[src/design/qphm_pkg.sv]
// ----------------------------------------------------------------------------
// qphm_pkg
// Shared types, field widths and codes for the quadratic-probe hash map.
// ----------------------------------------------------------------------------
package qphm_pkg;

	// Field widths
	localparam int OP_W   = 2;
	localparam int KEY_W  = 32;
	localparam int VAL_W  = 32;
	localparam int SLOT_W = 9;
	localparam int ST_W   = 2;

	// Hash: (key & 0x7FFFFFF8) >> 2 keeps 28 significant bits (bit 0 is zero)
	localparam logic [KEY_W-1:0] HASH_MASK = 32'h7FFF_FFF8;
	localparam int               H_W       = 29;

	// Operation codes
	localparam logic [OP_W-1:0] OP_PUT    = 2'd0;
	localparam logic [OP_W-1:0] OP_GET    = 2'd1;
	localparam logic [OP_W-1:0] OP_REMOVE = 2'd2;
	localparam logic [OP_W-1:0] OP_NEXT   = 2'd3;

	// Status codes
	localparam logic [ST_W-1:0] ST_OK     = 2'd0;
	localparam logic [ST_W-1:0] ST_ABSENT = 2'd1;
	localparam logic [ST_W-1:0] ST_FULL   = 2'd2;
	localparam logic [ST_W-1:0] ST_LIMIT  = 2'd3;

	// Reserved keys
	localparam logic [KEY_W-1:0] KEY_EMPTY = 32'd0;
	localparam logic [KEY_W-1:0] KEY_TOMB  = 32'd1;

	// Result kinds the controller asks the datapath to record
	localparam logic [2:0] RES_OK     = 3'd0;
	localparam logic [2:0] RES_ABSENT = 3'd1;
	localparam logic [2:0] RES_FULL   = 3'd2;
	localparam logic [2:0] RES_LIMIT  = 3'd3;
	localparam logic [2:0] RES_VALUE  = 3'd4;
	localparam logic [2:0] RES_SLOT   = 3'd5;

	// Controller -> datapath commands
	typedef struct packed {
		logic       clr_wr;     // clearing pass: write one empty slot
		logic       load;       // capture accepted transaction
		logic       home_step;  // one step of the home-slot reduction
		logic       scan_adv;   // scan moves to the following slot
		logic       probe_adv;  // probe moves to the next quadratic slot
		logic       wr_upd;     // overwrite value at a hit
		logic       wr_new;     // insert key and value in an empty slot
		logic       wr_tomb;    // turn the hit slot into a tombstone
		logic       res_set;    // record result of the transaction
		logic [2:0] res_code;
		logic       out_load;   // move recorded result to output register
	} dp_cmd_t;

	// Datapath -> controller status
	typedef struct packed {
		logic            clr_last;
		logic            in_next;
		logic            in_reserved;
		logic            in_oob;
		logic            home_done;
		logic [OP_W-1:0] op;
		logic            hit;
		logic            empty;
		logic            live;
		logic            probe_last;
		logic            scan_last;
		logic            full;
		logic            out_free;
	} dp_stat_t;

endpackage

[src/design/qphm_ctrl.sv]
// ----------------------------------------------------------------------------
// qphm_ctrl
// Sequencer for clearing, home-slot reduction, probing, scanning and results.
// ----------------------------------------------------------------------------
module qphm_ctrl (
	input  logic               clk,
	input  logic               arst_n,
	input  logic               in_valid,
	output logic               in_ready,
	input  qphm_pkg::dp_stat_t stat,
	output qphm_pkg::dp_cmd_t  cmd
);
	import qphm_pkg::*;

	localparam logic [2:0] S_CLEAR = 3'd0;
	localparam logic [2:0] S_IDLE  = 3'd1;
	localparam logic [2:0] S_HOME  = 3'd2;
	localparam logic [2:0] S_RD    = 3'd3;
	localparam logic [2:0] S_CHK   = 3'd4;
	localparam logic [2:0] S_FIN   = 3'd5;

	logic [2:0] state_q;
	logic [2:0] state_nxt;

	assign in_ready = state_q == S_IDLE;

	// Next state and commands
	always_comb begin
		state_nxt = state_q;
		cmd       = '0;
		case (state_q)
			S_CLEAR: begin
				cmd.clr_wr = 1'b1;
				if (stat.clr_last) begin
					state_nxt = S_IDLE;
				end
			end
			S_IDLE: begin
				if (in_valid) begin
					cmd.load = 1'b1;
					if (stat.in_next) begin
						if (stat.in_oob) begin
							cmd.res_set  = 1'b1;
							cmd.res_code = RES_ABSENT;
							state_nxt    = S_FIN;
						end else begin
							state_nxt = S_RD;
						end
					end else if (stat.in_reserved) begin
						cmd.res_set  = 1'b1;
						cmd.res_code = RES_ABSENT;
						state_nxt    = S_FIN;
					end else begin
						state_nxt = S_HOME;
					end
				end
			end
			S_HOME: begin
				if (stat.home_done) begin
					state_nxt = S_RD;
				end else begin
					cmd.home_step = 1'b1;
				end
			end
			S_RD: begin
				state_nxt = S_CHK;
			end
			S_CHK: begin
				if (stat.op == OP_NEXT) begin
					// scan for a live slot
					if (stat.live) begin
						cmd.res_set  = 1'b1;
						cmd.res_code = RES_SLOT;
						state_nxt    = S_FIN;
					end else if (stat.scan_last) begin
						cmd.res_set  = 1'b1;
						cmd.res_code = RES_ABSENT;
						state_nxt    = S_FIN;
					end else begin
						cmd.scan_adv = 1'b1;
						state_nxt    = S_RD;
					end
				end else if (stat.hit) begin
					cmd.res_set = 1'b1;
					state_nxt   = S_FIN;
					if (stat.op == OP_PUT) begin
						cmd.wr_upd   = 1'b1;
						cmd.res_code = RES_OK;
					end else if (stat.op == OP_REMOVE) begin
						cmd.wr_tomb  = 1'b1;
						cmd.res_code = RES_VALUE;
					end else begin
						cmd.res_code = RES_VALUE;
					end
				end else if (stat.empty) begin
					cmd.res_set = 1'b1;
					state_nxt   = S_FIN;
					if (stat.op != OP_PUT) begin
						cmd.res_code = RES_ABSENT;
					end else if (stat.full) begin
						cmd.res_code = RES_FULL;
					end else begin
						cmd.wr_new   = 1'b1;
						cmd.res_code = RES_OK;
					end
				end else if (stat.probe_last) begin
					cmd.res_set  = 1'b1;
					cmd.res_code = RES_LIMIT;
					state_nxt    = S_FIN;
				end else begin
					cmd.probe_adv = 1'b1;
					state_nxt     = S_RD;
				end
			end
			S_FIN: begin
				if (stat.out_free) begin
					cmd.out_load = 1'b1;
					state_nxt    = S_IDLE;
				end
			end
			default: begin
				state_nxt = S_IDLE;
			end
		endcase
	end

	// State register
	always_ff @(posedge clk or negedge arst_n) begin
		if (!arst_n) begin
			state_q <= S_CLEAR;
		end else begin
			state_q <= state_nxt;
		end
	end

endmodule

[config.mk]
export PLATFORM = sky130hd
export DESIGN_NAME = qphm_ctrl
export DESIGN_NICKNAME = d
export VERILOG_FILES = /design/src/design/qphm_pkg.sv /design/src/design/qphm_ctrl.sv
export SDC_FILE = /design/constraint.sdc
export NUM_CORES = 1
export LEC_CHECK = 0
export BUFFER_PORTS_ARGS = -buffer_cell sky130_fd_sc_hd__clkbuf_2
export CAP_MARGIN = 40
export CORE_AREA = 2 2 39 41
export CTS_BUF_LIST = sky130_fd_sc_hd__clkbuf_16
export CTS_CLUSTER_DIAMETER = 100
export DETAILED_ROUTE_END_ITERATION = 7
export DIE_AREA = 0 0 41 43
export PLACE_DENSITY = 0.79
export SLEW_MARGIN = 20
export SYNTH_ARGS = -nofsm -noshare
export SYNTH_HDL_FRONTEND = slang
export SYNTH_SLANG_ARGS = --single-unit
[constraint.sdc]
create_clock -name clk -period 1.4 [get_ports clk]
set_clock_uncertainty 0.1 [all_clocks]
set_input_delay 0.21 -clock clk [delete_from_list [all_inputs] [get_ports clk]]
set_output_delay 0.21 -clock clk [all_outputs]
set_load 0.005 [all_outputs]
==> qor.csv <==
stage,metric,value,unit
logic_synthesis,yosys.area.top_type,dfrtp_1,
timing,worst_pin_slew,0.482,ns
logic_synthesis,synth_cells,62,
logic_synthesis,synthAdderAreaFrac,0,%
grt,grt_pass1_wl,2730,µm
timing,hold_viol,0,
final_layout,syn_to_final_growth,111,%
timing,post-route-period-util,128,%
logic_synthesis,synth.area.top_cells,"dfrtp_1 (17%), buf_6 (7.5%), a21oi_1 (6.7%)",
logic_synthesis,async_flop_share,100,%
final_layout,antennaDiodeCount,0,
hold_path,hold_class,in2reg,
routing,drt_iter0_drc,10,
floorplan,io_pins,31,
run_status,violations,negative setup slack,
logic_synthesis,ys.flop_type,dfrtp_1,
timing,max_freq,0.560,GHz
pwr,p_seq_share,9.1,%
floorplan,initial_core_util,32.5,%
routing,drcViolationCount,0,
timing,rsz0062_at_grt,yes,
pwr,power,1.71,mW
floorplan,row_count,14,
grt,grt_max_degree,11,
cts,cts_buffers,3,
logic_synthesis,yosys.area_share.simple,40.7,%
setup_path,path_max_fanout,3,
placement,port_buffers,30,
setup_path,slowest_delay,0.38,ns
setup_path,cp-start-kind,register,
final_layout,multi_input_area,412,µm²
logic_synthesis,synth_area,449,µm²
logic_synthesis,synth_top_family_by_area,simple AND/OR/NAND/NOR gates,
final_layout,reg_top3,state_q x3,
run_status,status,"finished, violations left",
pwr,power.density,1810,nW/µm²
setup_path,crit_top_cell,buf_4,
placement,gp_congestion,0.903,
routing,avgRoutedWirePerCell,13.7,µm
placement,dpl_cell_area,691,µm²
pwr,p_int,1.11,mW
timing,max_slew_margin,67.6,%
setup_path,crit_buf_inv,3,
final_layout,regMostFlops,state_q,
final_layout,fin_area,946,µm²
routing,vias_per_cell,5.40,
setup_path,end_kind,output pin,
timing,setup_violations,17,
final_layout,drive_gt1_share,65.2,%
grt,grt_util_all_layers,22.3,%
final_layout,register_area,75.1,µm²
floorplan,die_width,41,µm
cts,htree_levels,1,
pwr,clkPwrFrac,26.0,%
logic_synthesis,ys_seq_area_share,16.7,%
timing,worst_slack,-0.386,ns
cts,clk_path_buf_depth,2,
grt,grt.overflow.total,0,
logic_synthesis,synthTopCellsByCount,"nand2_1 (8), nor2_1 (7), a21oi_1 (6)",
final_layout,fillers,95,
setup_path,crit_family,buffers and inverters,
logic_synthesis,synth.most_common_cell,nand2_1,
logic_synthesis,synth_fp_nets,79,
setup_path,path_cells,"buf_4, nor3b_4, buf_4, nand3b_1, a21oi_2, buf_2",
grt,antenna_found_initial,0,
routing,drtAntennaViolNets,0,
logic_synthesis,synth_mux_area_share,2.51,%
placement,dp_hpwl,1180,µm
cts,numClockSinks,3,
grt,grt_pass1_vias,667,
logic_synthesis,syn_area_per_cell,7.24,µm²
run,maxCapViolCount,0,
routing,wirelength,1790,µm
pwr,leakage,0.485,nW
setup_path,path_class,reg2out,
floorplan,core_area,1380,µm²
pwr,switching_share,34.9,%
setup_path,cp.arrival,1.48,ns
timing,layout_min_cycle_time,1.79,ns
cts,cts_tree,built,
floorplan,dieHeight,43,µm
logic_synthesis,yosysWarnings,0,
routing,drt-pass1-iter-count,4,
cts,path_clk_slew,0.03,ns
logic_synthesis,synth_seq_cells,3,
cts,cts-root-buf,clkbuf_16,
setup_path,crit_slowest_cell,dfrtp_1,
timing,whs,0.0993,ns
routing,vias,708,
logic_synthesis,synth_top_area_share,16.7,%
pwr,pwr-share-comb,64.9,%
pwr,vdd_drop_max,1350,µV
logic_synthesis,synth_edf_count,0,
logic_synthesis,synth-compound-area-share,26.5,%
final_layout,largest_reg_flops,3,
setup_path,critPathRequiredTime,1.09,ns
logic_synthesis,synthDistinctLibCells,30,
floorplan,die_area,1760,µm²
timing,maxSlewViolCount,0,
pwr,p_sw,596,µW
logic_synthesis,synth_xor_area_share,1.95,%
cts,clock_latency,0.22,ns
final_layout,final_nets,133,
## cell type report
cell class | count | share of cell area (%)
clock inverter | 1 | 0.397
inverter | 3 | 1.46
multi-input combinational | 52 | 43.5
tap | 16 | 2.12
sequential | 3 | 7.94
timing repair buffer | 53 | 36.6
clock buffer | 3 | 7.94
## path summary, 6_finish.rpt
kind / from / to / slack (ns) / depth (start not counted)
max in group asynchronous: arst_n / state_q[0] / 0.85 / 2
min in group asynchronous: arst_n / state_q[1] / 0.23 / 2
setup / recovery: state_q[1] / cmd[2] / -0.39 / 6
hold reg to reg: state_q[2] / state_q[0] / 0.64 / 3
hold / removal: stat[0] / state_q[2] / 0.1 / 2
setup reg to reg: state_q[0] / state_q[0] / -0.05 / 6
## routing by layer
metal | global-route usage, % | vias up | part of all wire [%]
li1 | - | 337 | -
met5 | 0 | - | 0
met2 | 32.2 | 38 | 50
met4 | 11.3 | 0 | 3.0
met1 | 28.9 | 327 | 41
met3 | 6.28 | 6 | 6.5
## layout by cell type (no fill, tap or decap), types with 2 or more instances in the layout
master | synthesis | layout
clkbuf_2 | 0 | 21
buf_4 | 1 | 18
buf_2 | 0 | 8
nand2_1 | 8 | 7
buf_6 | 3 | 5
nor2_1 | 7 | 4
a21oi_1 | 6 | 4
clkbuf_16 | 0 | 3
dfrtp_1 | 3 | 3
nand2_4 | 0 | 2
nand3_1 | 2 | 2
a21oi_2 | 0 | 2
nor2_4 | 0 | 2
o21ai_0 | 3 | 2
o22ai_1 | 2 | 2
inv_1 | 3 | 2
## power by group through the flow
stage               logic (mW)  registers, mW  clock network (mW)
finish                    1.11          0.155               0.444
floorplan                0.425          0.158                   0
detailed placement       0.731          0.153                   0
CTS                      0.964          0.150               0.445
global route              1.19          0.162               0.457
global placement         0.709          0.150                   0
## worst reg2reg max path, stage by stage, from the launching register on
cell	delay (ns)
dfrtp_1	0.40
buf_4	0.16
buf_4	0.15
inv_4	0.07
nor2_4	0.04
buf_4	0.12
a221o_1	0.30
## through the flow
step	std cells	setup TNS [ns]	setup slack, ns	utilization [%]
2_1_floorplan	62	-0.156	-0.0851	-
3_3_place_gp	118	-0.475	-0.0993	49.9
3_5_place_dp	118	-0.720	-0.146	49.9
4_1_cts	126	-3.34	-0.349	63.1
5_1_grt	131	-4.74	-0.440	68.4
6_report	131	-3.87	-0.386	68.4
## repair_timing
action / in CTS / in global routing
endpoints found under the setup margin: 16 / 17
hold buffers: 1 / 0
buffers inserted: 3 / 5
gates resized for setup: 17 / 16
pin swaps: 6 / 3
endpoints found under the hold margin: 3 / 0
## cells by family after synthesis
group | after synthesis
mux | 1
compound gates | 18
xor+xnor | 1
buf+inv | 7
simple gates | 32
flops | 3
Power figures use the tool's default switching activity.
